`src/rtl/core/hsec_pkg.sv`:
```
`timescale 1ns / 1ps
// Shared types, codes and geometry helpers for the Hamming SEC encoder/checker.
// No dependencies; used by hsec_syndrome and hamming_sec_encode_correct_top.
package hsec_pkg;

  localparam int unsigned WORD_W = 32;
  localparam int unsigned SYN_W = 6;
  localparam int unsigned CNT_W = 5;
  localparam logic [CNT_W-1:0] DATA_BITS_RESET = 5'd26;

  typedef logic [WORD_W-1:0] word_t;
  typedef logic [SYN_W-1:0] syn_t;
  typedef logic [CNT_W-1:0] cnt_t;

  typedef enum logic {
    MODE_ENCODE = 1'b0,
    MODE_CHECK  = 1'b1
  } mode_t;

  typedef enum logic [1:0] {
    ST_NONE  = 2'd0,
    ST_FIXED = 2'd1,
    ST_RANGE = 2'd2
  } status_t;

  function automatic bit hsec_is_pow2(int unsigned p);
    return (p & (p - 1)) == 0;
  endfunction

  function automatic int unsigned hsec_chk(int unsigned n);
    int unsigned r;
    r = 1;
    for (int k = 0; k < 6; k++) begin
      if ((1 << r) < n + r + 1) begin
        r = r + 1;
      end
    end
    return r;
  endfunction

  // codeword length n+r for a count value, shrunk to fit the limit
  function automatic syn_t hsec_total(cnt_t cnt, int unsigned limit);
    int unsigned n;
    int unsigned r;
    int unsigned best;
    n = (cnt == '0) ? 1 : int'(cnt);
    r = hsec_chk(n);
    if (n + r > limit) begin
      best = 1;
      for (int m = 1; m < 32; m++) begin
        if (m + hsec_chk(m) <= limit) begin
          best = m;
        end
      end
      n = best;
      r = hsec_chk(n);
    end
    return SYN_W'(n + r);
  endfunction

endpackage

```
`src/rtl/core/hsec_syndrome.sv`:
```
`timescale 1ns / 1ps
// Syndrome tree: XOR of the 1-based positions of all set bits of a word.
// Depends on hsec_pkg.
module hsec_syndrome
  import hsec_pkg::*;
(
  input  word_t word,
  output syn_t  syn
);

  always_comb begin
    syn = '0;
    for (int p = 1; p <= WORD_W; p++) begin
      for (int i = 0; i < SYN_W; i++) begin
        if (((p >> i) & 1) == 1) begin
          syn[i] = syn[i] ^ word[p-1];
        end
      end
    end
  end

endmodule

```
`src/rtl/core/hamming_sec_encode_correct_top.sv`:
```
`timescale 1ns / 1ps
// Hamming SEC encoder/checker, three register stages: spread/mask, syndrome, fix-up.
// out_valid follows start through the s1, s2 and s3 valid registers; one beat accepted every cycle, busy stays low.
// The receiver cannot stall: each result shows for one cycle under out_valid.
// Synchronous active-low reset clears the stage valids and sets the codeword length for 26 data bits.
// Depends on hsec_pkg and hsec_syndrome.
module hamming_sec_encode_correct_top
  import hsec_pkg::*;
#(
  parameter int unsigned MAX_CODE_BITS = 32
) (
  input  logic        clk,
  input  logic        rst_n,
  input  logic        cfg_we,
  input  cnt_t        cfg_wdata,
  input  logic        start,
  output logic        busy,
  input  logic        in_mode,
  input  word_t       in_word_in,
  output logic        out_valid,
  output word_t       out_code_word,
  output syn_t        out_error_position,
  output logic [1:0]  out_error_status
);

  localparam int unsigned CODE_LIMIT = (MAX_CODE_BITS < WORD_W) ? MAX_CODE_BITS : WORD_W;

  syn_t  total_r;
  word_t mask_w;
  word_t spread_w;
  word_t s0_word_w;

  logic  s1_vld_r;
  mode_t s1_mode_r;
  word_t s1_word_r;

  logic  s2_vld_r;
  mode_t s2_mode_r;
  word_t s2_word_r;
  syn_t  s2_syn_r;
  syn_t  syn_w;

  word_t   code_nxt;
  syn_t    pos_nxt;
  status_t status_nxt;

  logic    s3_vld_r;
  word_t   s3_code_r;
  syn_t    s3_pos_r;
  status_t s3_status_r;

  assign busy = 1'b0;

  always_ff @(posedge clk) begin
    if (!rst_n) begin
      total_r <= hsec_total(DATA_BITS_RESET, CODE_LIMIT);
    end else if (cfg_we) begin
      total_r <= hsec_total(cfg_wdata, CODE_LIMIT);
    end
  end

  always_comb begin
    for (int p = 1; p <= WORD_W; p++) begin
      mask_w[p-1] = (p <= int'(total_r));
    end
  end

  // spread data bits over the non-power-of-two positions in order
  always_comb begin
    int d;
    d = 0;
    spread_w = '0;
    for (int p = 1; p <= WORD_W; p++) begin
      if (!hsec_is_pow2(p)) begin
        spread_w[p-1] = in_word_in[d];
        d = d + 1;
      end
    end
  end

  assign s0_word_w = ((in_mode == MODE_CHECK) ? in_word_in : spread_w) & mask_w;

  always_ff @(posedge clk) begin
    if (!rst_n) begin
      s1_vld_r <= 1'b0;
    end else begin
      s1_vld_r <= start && !busy;
    end
  end

  always_ff @(posedge clk) begin
    s1_mode_r <= mode_t'(in_mode);
    s1_word_r <= s0_word_w;
  end

  hsec_syndrome u_syn (
    .word (s1_word_r),
    .syn  (syn_w)
  );

  always_ff @(posedge clk) begin
    if (!rst_n) begin
      s2_vld_r <= 1'b0;
    end else begin
      s2_vld_r <= s1_vld_r;
    end
  end

  always_ff @(posedge clk) begin
    s2_mode_r <= s1_mode_r;
    s2_word_r <= s1_word_r;
    s2_syn_r  <= syn_w;
  end

  always_comb begin
    code_nxt   = s2_word_r;
    pos_nxt    = '0;
    status_nxt = ST_NONE;
    if (s2_mode_r == MODE_ENCODE) begin
      for (int i = 0; i < SYN_W; i++) begin
        if ((1 << i) <= WORD_W) begin
          code_nxt[(1 << i) - 1] = s2_word_r[(1 << i) - 1] | s2_syn_r[i];
        end
      end
    end else begin
      pos_nxt = s2_syn_r;
      if (s2_syn_r == '0) begin
        status_nxt = ST_NONE;
      end else if (s2_syn_r <= total_r) begin
        code_nxt[5'(s2_syn_r - 6'd1)] = ~s2_word_r[5'(s2_syn_r - 6'd1)];
        status_nxt = ST_FIXED;
      end else begin
        status_nxt = ST_RANGE;
      end
    end
  end

  always_ff @(posedge clk) begin
    if (!rst_n) begin
      s3_vld_r <= 1'b0;
    end else begin
      s3_vld_r <= s2_vld_r;
    end
  end

  always_ff @(posedge clk) begin
    s3_code_r   <= code_nxt;
    s3_pos_r    <= pos_nxt;
    s3_status_r <= status_nxt;
  end

  assign out_valid          = s3_vld_r;
  assign out_code_word      = s3_code_r;
  assign out_error_position = s3_pos_r;
  assign out_error_status   = s3_status_r;

`ifndef SYNTHESIS
  a_latency: assert property (@(posedge clk) disable iff (!rst_n)
    (start && !busy) |-> ##3 out_valid)
    else $error("beat lost in pipeline");

  a_none_pos: assert property (@(posedge clk) disable iff (!rst_n)
    (out_valid && s3_status_r == ST_NONE) |-> (out_error_position == '0))
    else $error("clean status with nonzero syndrome");

  a_fixed_range: assert property (@(posedge clk) disable iff (!rst_n)
    (out_valid && s3_status_r == ST_FIXED) |->
      (out_error_position != '0 && out_error_position <= total_r))
    else $error("corrected position outside codeword");

  a_range_pos: assert property (@(posedge clk) disable iff (!rst_n)
    (out_valid && s3_status_r == ST_RANGE) |-> (out_error_position > total_r))
    else $error("range flag with in-range syndrome");

  a_mask: assert property (@(posedge clk) disable iff (!rst_n)
    out_valid |-> ((out_code_word & ~mask_w) == '0))
    else $error("codeword bits above length");
`endif

endmodule
```
`config.mk`:
```
export PLATFORM = sky130hd
export DESIGN_NAME = hamming_sec_encode_correct_top
export DESIGN_NICKNAME = d
export VERILOG_FILES = /design/src/rtl/core/hsec_pkg.sv /design/src/rtl/core/hsec_syndrome.sv /design/src/rtl/core/hamming_sec_encode_correct_top.sv
export SDC_FILE = /design/constraint.sdc
export NUM_CORES = 1
export LEC_CHECK = 0
export BUFFER_PORTS_ARGS = -buffer_cell sky130_fd_sc_hd__buf_2
export CAP_MARGIN = 25
export CORE_MARGIN = 2
export CORE_UTILIZATION = 54
export CTS_CLUSTER_DIAMETER = 120
export CTS_CLUSTER_SIZE = 24
export DETAILED_ROUTE_END_ITERATION = 7
export PLACE_DENSITY = 0.78
export SLEW_MARGIN = 15
export SYNTH_ARGS = -nofsm -noshare
export SYNTH_HDL_FRONTEND = slang
export SYNTH_SLANG_ARGS = --single-unit
```
`constraint.sdc`:
```
create_clock -name clk -period 18.55 [get_ports clk]
set_clock_uncertainty 0.05 [all_clocks]
set_input_delay 4.6375 -clock clk [delete_from_list [all_inputs] [get_ports clk]]
set_output_delay 4.6375 -clock clk [all_outputs]
set_load 0.02 [all_outputs]
```
# After elaboration in Yosys (flattened, before gate mapping)
# Cells that the tools add are included.
# totals
reg_bits	121
input_bits	42
out_inout_bits	42
# classes
add_sub_neg	488
magnitude_cmp	228
n_shift	131
n_mux	700
bitwise	84
n_reduce_logical	4
# op_table
operator	count
$mux W32	673
$add A32 B1 Y32 const B	292
$lt A32 B32 Y1	160
$shl A1 B32 Y32 const A	131
$add A5 B32 Y32 const A	96
$add A4 B32 Y32 const A	48
$le A32 B6 Y1 const B	30
$add A3 B32 Y32 const A	24
$add A2 B32 Y32 const A	12
$add A5 B32 Y32	6
$add A32 B32 Y32	5
$le A5 B6 Y1 const A	16
$xor A1 B1 Y1	75
$le A4 B6 Y1 const A	8
$mux W6	7
$and A32 B32 Y32	1
$bwmux W32	1
$gt A32 B6 Y1 const B	1
$lt A2 B32 Y1 const A	1
$le A3 B6 Y1 const A	4
$mux W15	1
$le A2 B6 Y1 const A	2
$mux W2	6
$add A6 B1 Y7 const B	1
other kinds (22)	34

# Logic depth before layout (Yosys ltp)
# Gate-level depths: netlist of the first run.
# logic_depth
depth_word	156
ltp_mapped	81
mapped_depth_nobuf	80

# Hierarchy
# Synthesis of the first run repeated with hierarchy kept, for this count alone.
# hier_totals
hier_cells	720
area_unflattened_um2	7203.2
# by_module_without_submodules
mod	n_inst	cells_per_inst	area_per_inst_um2
hamming_sec_encode_correct_top	1	670	6695.2
hsec_syndrome	1	50	508.0

# Least setup slack after synthesis of the first run
# OpenSTA, ideal clock, no wires.
# synth_timing
kind	input to register
from	input port cfg_wdata[4]
to	register total_r[5]
setup_time_ns	0.129
arrival_time_ns	18.121
required_time_ns	18.371
path_slack_ns	0.250
cell_stages	75
n_path_buf	1
path_cell_list	clkbuf_1 -> nor4_1 -> nor2_1 -> inv_1 -> a21oi_1 -> xor2_1 -> ha_1 -> a31oi_1 -> nor2_1 -> a21oi_1 -> or3_1 -> ha_1 -> ha_1 -> fa_1 -> ha_1 -> o211ai_1 -> o21ai_1 -> o21ai_4 -> [... 39 more ...] -> xor2_1 -> ha_1 -> inv_1 -> fa_1 -> inv_1 -> a21o_1 -> a21oi_1 -> xor2_1 -> a21oi_1 -> inv_1 -> o21a_1 -> a22o_1 -> ha_1 -> a21o_1 -> a21oi_1 -> nor2_1 -> a2111oi_0 -> nor2_1
# synth_via
elab_chain_len	44
elab_cells_between_ends	57
# synth_rtl
element	line	text
start: declaration	hamming_sec_encode_correct_top.sv:15	input cnt_t cfg_wdata,
$logic_not A5 Y1	hsec_pkg.sv:46	n = (cnt == '0) ? 1 : int'(cnt);
$mux W5 *	hsec_pkg.sv:46	
$add A5 B1 Y6	hsec_pkg.sv:34	if ((1 << r) < n + r + 1) begin
$add A6 B1 Y7	hsec_pkg.sv:34	
$lt A2 B7 Y1	hsec_pkg.sv:34	
$mux W2	hsec_pkg.sv:34	
$mux W32	hamming_sec_encode_correct_top.sv:57	end else if (cfg_we) begin
$mux W32	hamming_sec_encode_correct_top.sv:55	if (!rst_n) begin
[... 28 more ...]	-	
$mux W32	hamming_sec_encode_correct_top.sv:57	
$mux W32	hamming_sec_encode_correct_top.sv:55	
$add A5 B32 Y32	hsec_pkg.sv:48	if (n + r > limit) begin
$gt A32 B6 Y1	hsec_pkg.sv:48	
$mux W6	hsec_pkg.sv:48	
$mux W6	hamming_sec_encode_correct_top.sv:57	
$mux W6	hamming_sec_encode_correct_top.sv:55	
$add A6 B6 Y6 *	hsec_pkg.sv:58	return SYN_W'(n + r);
end signal: assignment	hamming_sec_encode_correct_top.sv:56	total_r <= hsec_total(DATA_BITS_RESET, CODE_LIMIT);
end signal: assignment	hamming_sec_encode_correct_top.sv:58	total_r <= hsec_total(cfg_wdata, CODE_LIMIT);
end: declaration	hamming_sec_encode_correct_top.sv:28	syn_t total_r;
# Every way passes the cells marked *; elsewhere a longest branch is shown, timed or not. The select of a mux whose other input is x is not followed.
# A chain may end at the register's enable or synchronous reset.

# Worst setup path in the final report of the first run
# layout_timing
from	input port cfg_wdata[1]
to	register total_r[5]
# Same word-level chain as after synthesis.

==> impl_metrics.tcl, run 1 <==
set metrics [dict create \
    nFillCells 1013 \
    antenna_found_initial 0 \
    die_area_um2 14340 \
    crit_path_end_kind "flop" \
    r2r_slack_ns 14.63 \
    cts_buffers 17 \
    dr_total_vias 5726 \
    synth_cells 745 \
    final_common_cell "dfxtp_1" \
    fin_crit_ns 17.89 \
    drv_cap 0 \
    io_pins 84 \
    fmax_mhz 55.91 \
    hp-class "flop to flop" \
    grt_first_pass_wirelength_mm 27.49 \
    grt_usage_pct 24.16 \
    rows 42 \
    htreeDepth 4 \
    cts_root_buffer "clkbuf_16" \
    n_antenna_cell 0 \
    dp_slack_ns -0.1877 \
    avgSynthCellArea_um2 9.711 \
    start_util_pct 55.07 \
    ys_seq_elements 120 \
    synth_edf_count 0 \
    synth_top_area_share_pct 33.21 \
    die-width_um 119.7 \
    synthTopCellsByArea "dfxtp_1 (33%), ha_1 (13%), xnor2_1 (6.1%)" \
    core_um2 13140 \
    ys.flop_type "dfxtp_1" \
    clockBufferDepth 2 \
    synthArstFlopShare_pct 0 \
    ys.warnings.count 0 \
    period_share_pct 96.42 \
    ys_types 71 \
    max_slew_margin_pct 39.67 \
    wirelength_mm 17.29 \
    final_layout_size_suffix_gt1_share_pct 25.64 \
    io_buffers 82 \
    cp_max_fo 5 \
    viasPerCell 5.538 \
    grt_max_degree 34 \
    postLayoutCoreUtil_pct 65.40 \
    whs_path_depth 0 \
    clkSlewWorstSetupHoldPaths_ns 0.06 \
    start_kind "input port" \
    ant_nets 0 \
    crit_top_cell "ha_1" \
    finalSetupViolations 0 \
    cts-hold-fix-buffers 0 \
    drc 0 \
    post-dp-hpwl_mm 12.61 \
    worstSetupPathType "input port to flop" \
    die_y_um 119.7 \
    crit_arrival_ns 18.14 \
    finalHoldViolCount 0 \
    critPathMaxStageDelay_ns 0.58 \
    wl_per_cell_um 16.72 \
    cts_tree "yes" \
    yosys.area.top_type "dfxtp_1" \
    grt_pass1_vias 5590 \
    final_cell_mix "dfxtp_1 (120), buf_2 (82), ha_1 (72)" \
    syn_to_final_growth_pct 18.77 \
    cp_slowest_cell "fa_1" \
    report.final.slew_viol_count 0 \
    grt-ovfl-total 0 \
    clk_latency_ns 0.42 \
    synthesis.area_um2 7234 \
    cts_sinks 120 \
    drt-pass1-iter-count 6 \
    ys_seq_area_share_pct 33.21 \
    reg2reg_depth 9 \
    tightest_slew_ns 0.9050 \
    cp.required_ns 18.81 \
    layout_setup_ws_ns 0.6648 \
    outcome "complete, no violations" \
    drtIter0Drc 477 \
    gp_congestion 0.8870 \
    nNetsFinal 968 \
]
[layout make-up]
class / instances / area (um^2) / share of cell area [%]
multi-input cells: 563 / 4643 / 54.04
flip-flops and latches: 120 / 2402 / 27.96
repair buffers: 104 / 575.6 / 6.699
clock buffers: 18 / 439.2 / 5.111
well taps: 176 / 220.2 / 2.563
clock inverters: 14 / 165.2 / 1.922
inverters: 39 / 146.4 / 1.704
[cell usage after synthesis (4+ instances only)]
library cell,instances
buf_1,4
inv_1,35
mux2_4,4
mux2i_1,28
mux2_2,28
o22a_1,4
buf_4,4
mux4_2,8
a31oi_1,6
o21a_1,5
clkbuf_1,18
fa_1,7
nor2b_1,9
xnor2_1,50
nand2_1,59
o211ai_1,6
dfxtp_1,120
nor2_1,47
o21ai_0,14
a21oi_1,45
nor3_1,11
nand2b_1,9
a211oi_1,6
nand3_1,12
and4_1,6
xor2_1,21
ha_1,74
and2_1,20
and3_1,6
a21o_1,14
[flip-flops by register name, indices dropped and copies added (netlist names)]
signal and count:
s2_syn_r 6, s2_mode_r 1, s1_word_r 32, s1_mode_r 1
out_code_word 32, s2_vld_r 1, out_error_position 6, total_r 6
s1_vld_r 1, s2_word_r 31, out_valid 1, out_error_status 2
[layer usage]
| layer | GRT usage, % | vias to the layer above | routed length (um) |
|---|---|---|---|
| met4 | 9.118 | 0 | 439 |
| met1 | 31.84 | 2684 | 7712 |
| met3 | 6.321 | 43 | 1027 |
| met2 | 38.11 | 218 | 8111 |
| met5 | 0 | - | 0 |
| li1 | - | 2781 | - |
[final timing paths]
kind,start,to
min reg2reg,s1_word_r[31],s2_syn_r[5]
min,s1_word_r[31],s2_syn_r[5]
max reg2reg,s2_syn_r[0],out_code_word[16]
max,cfg_wdata[1],total_r[5]
[critical path, delay by kind of cell]
family / cells / cell delay [ns]
muxes: 2 / 0.70
and+or+nand+nor: 14 / 1.88
AOI/OAI and AO/OA: 27 / 4.34
xor gates and xnor gates: 6 / 0.91
adders and majority gates: 16 / 5.00
buffers and inverters: 8 / 0.65
[timing repair]
action,4_1_cts,5_1_grt
gates resized for setup,0,22
setup endpoints to repair,0,5
buffers inserted,0,9
[logic make-up (layout without fill, tap and decap cells)]
logic type | count (synthesis) | after routing | synth area share (%)
and+or+nand+nor | 201 | 201 | 14.44
AOI/OAI and AO/OA | 127 | 127 | 12.00
DFF | 120 | 120 | 33.21
adders and majority gates | 81 | 81 | 14.74
xor gates and xnor gates | 75 | 75 | 9.737
buffers and inverters | 71 | 175 | 4.220
muxes | 68 | 68 | 11.55
other | 2 | 11 | 0.1038
[stage by stage]
step / instance area [um^2] / cells / hold WS (ns) / TNS (ns)
2_1_floorplan: 7268 / 754 / 0.2596 / 0
3_3_place_gp: 7838 / 993 / 0.2627 / 0
6_report: 8592 / 1034 / 0.2823 / 0
5_1_grt: 8592 / 1034 / 0.2947 / -0.4500
3_5_place_dp: 7838 / 993 / 0.2678 / -0.2120
4_1_cts: 8442 / 1025 / 0.2816 / 0
Power of run 1 is left out: the tool's default activity adds up to more than one toggle a clock period on the data nets, which glitch-free logic cannot reach.
==> inputs of run 2 (changes only) <==
- RECOVER_POWER: unset -> 100
==> run 2 against run 1 <==
The flow now finishes with violations (max-capacitance violations, max-slew violations). First-iteration DRC count fell by 10%. Routed wire length about the same. Sequential share of layout area up 0.19 points. Critical path type unchanged.
==> impl_metrics.tcl, run 2 (synthesis results as in run 1) <==
set metrics [dict create \
    fin_crit_ns 17.89 \
    whs_path_depth 0 \
    antenna_found_initial 0 \
    tightest_slew_ns 2.151 \
    cts_tree "yes" \
    gp_congestion 0.8870 \
    syn_to_final_growth_pct 17.97 \
    cts-hold-fix-buffers 0 \
    n_antenna_cell 0 \
    critPathMaxStageDelay_ns 0.58 \
    drc 0 \
    crit_path_end_kind "flop" \
    die_area_um2 14340 \
    clkSlewWorstSetupHoldPaths_ns 0.06 \
    multi_input_area_um2 4639 \
    report.final.slew_viol_count 34 \
    drt-pass1-iter-count 5 \
    timing.rr.end "out_code_word[16]" \
    outcome "finished, violations left" \
    r2r-start "s2_syn_r[0]" \
    finalSetupViolations 0 \
    nNetsFinal 968 \
    crit_path_start "cfg_wdata[1]" \
    violations "max-capacitance violations, max-slew violations" \
    crit_arrival_ns 18.15 \
    drv_cap 1 \
    cts_root_buffer "clkbuf_16" \
    grt_pass1_vias 5590 \
    clk_latency_ns 0.43 \
    die_y_um 119.7 \
    dr_total_vias 5709 \
    start_util_pct 55.07 \
    fin_tns_setup_ns 0 \
    cts_buffers 17 \
    finalHoldViolCount 0 \
    die-width_um 119.7 \
    crit_end "total_r[5]" \
    fmax_mhz 55.91 \
    r2r_slack_ns 14.62 \
    cts_sinks 120 \
    io_pins 84 \
    nFillCells 1045 \
    cp_max_fo 5 \
    clockBufferDepth 2 \
    grt_max_degree 34 \
    final_common_cell "dfxtp_1" \
    final_layout_size_suffix_gt1_share_pct 20.51 \
    hp-class "flop to flop" \
    htreeDepth 4 \
    final_cell_mix "dfxtp_1 (120), ha_1 (72), nand2_1 (59)" \
    post-dp-hpwl_mm 12.61 \
    grt_first_pass_wirelength_mm 27.49 \
    drtIter0Drc 428 \
    max_slew_margin_pct -43.41 \
    viasPerCell 5.521 \
    cp_slowest_cell "fa_1" \
    regArea_um2 2402 \
    wl_per_cell_um 16.74 \
    ant_nets 0 \
    grt-ovfl-total 0 \
    grt_usage_pct 24.16 \
    wirelength_mm 17.31 \
    core_um2 13140 \
    io_buffers 82 \
    period_share_pct 96.43 \
    rows 42 \
    cp.required_ns 18.81 \
    worstSetupPathType "input port to flop" \
    worstHoldStart "s1_word_r[31]" \
    reg2reg_depth 9 \
    start_kind "input port" \
    crit_top_cell "ha_1" \
]
## run 2: per-stage QoR
| stage | instance area, um^2 | std cells | hold WS [ns] | setup slack (ns) | utilization, % |
|---|---|---|---|---|---|
| floorplan | 7268 | 754 | 0.2596 | 0.2502 | - |
| global placement | 7838 | 993 | 0.2627 | 0.2538 | 59.66 |
| detailed placement | 7838 | 993 | 0.2678 | -0.1877 | 59.66 |
| CTS | 8442 | 1025 | 0.2816 | 0.2163 | 64.26 |
| global route | 8534 | 1034 | 0.2947 | -0.2291 | 64.96 |
| finish | 8534 | 1034 | 0.2823 | 0.6626 | 64.96 |
## run 2: worst min path at each step
stage                        to  slack, ns
floorplan             s2_mode_r       0.26
global placement      s2_mode_r       0.26
detailed placement  s2_syn_r[5]       0.27
CTS                 s2_syn_r[5]       0.28
global route        s2_syn_r[5]       0.29
finish              s2_syn_r[5]       0.28
## run 2: critical path, delay by kind of cell
kind	cells	cell delay, ns
AO/OA/AOI/OAI	27	4.34
XOR/XNOR	6	0.91
adder cells (fa/ha/maj)	16	5.01
buffers and inverters	8	0.65
multiplexers	2	0.70
AND/OR/NAND/NOR	14	1.87
## run 2: timing repair
| item | in CTS | in global routing |
|---|---|---|
| resized for setup | 0 | 22 |
| endpoints found under the hold margin | 0 | 0 |
| setup endpoints to repair | 0 | 5 |
| buffers inserted | 0 | 9 |
## run 2: layout make-up
cell class / instances / share of cell area, %
clock buffers: 18 / 5.146
clock inverters: 14 / 1.935
inverters: 39 / 1.715
multi-input cells: 563 / 54.36
flip-flops and latches: 120 / 28.15
well taps: 176 / 2.580
repair buffers: 104 / 6.113
## run 2: per-layer routing
layer / share of wire, % / global-route usage [%] / wire [um]
met2: 47 / 38.11 / 8081
met3: 6.2 / 6.321 / 1067
met1: 45 / 31.84 / 7706
met4: 2.6 / 9.118 / 450
met5: 0 / 0 / 0
Power of run 2 is left out for the same reason.
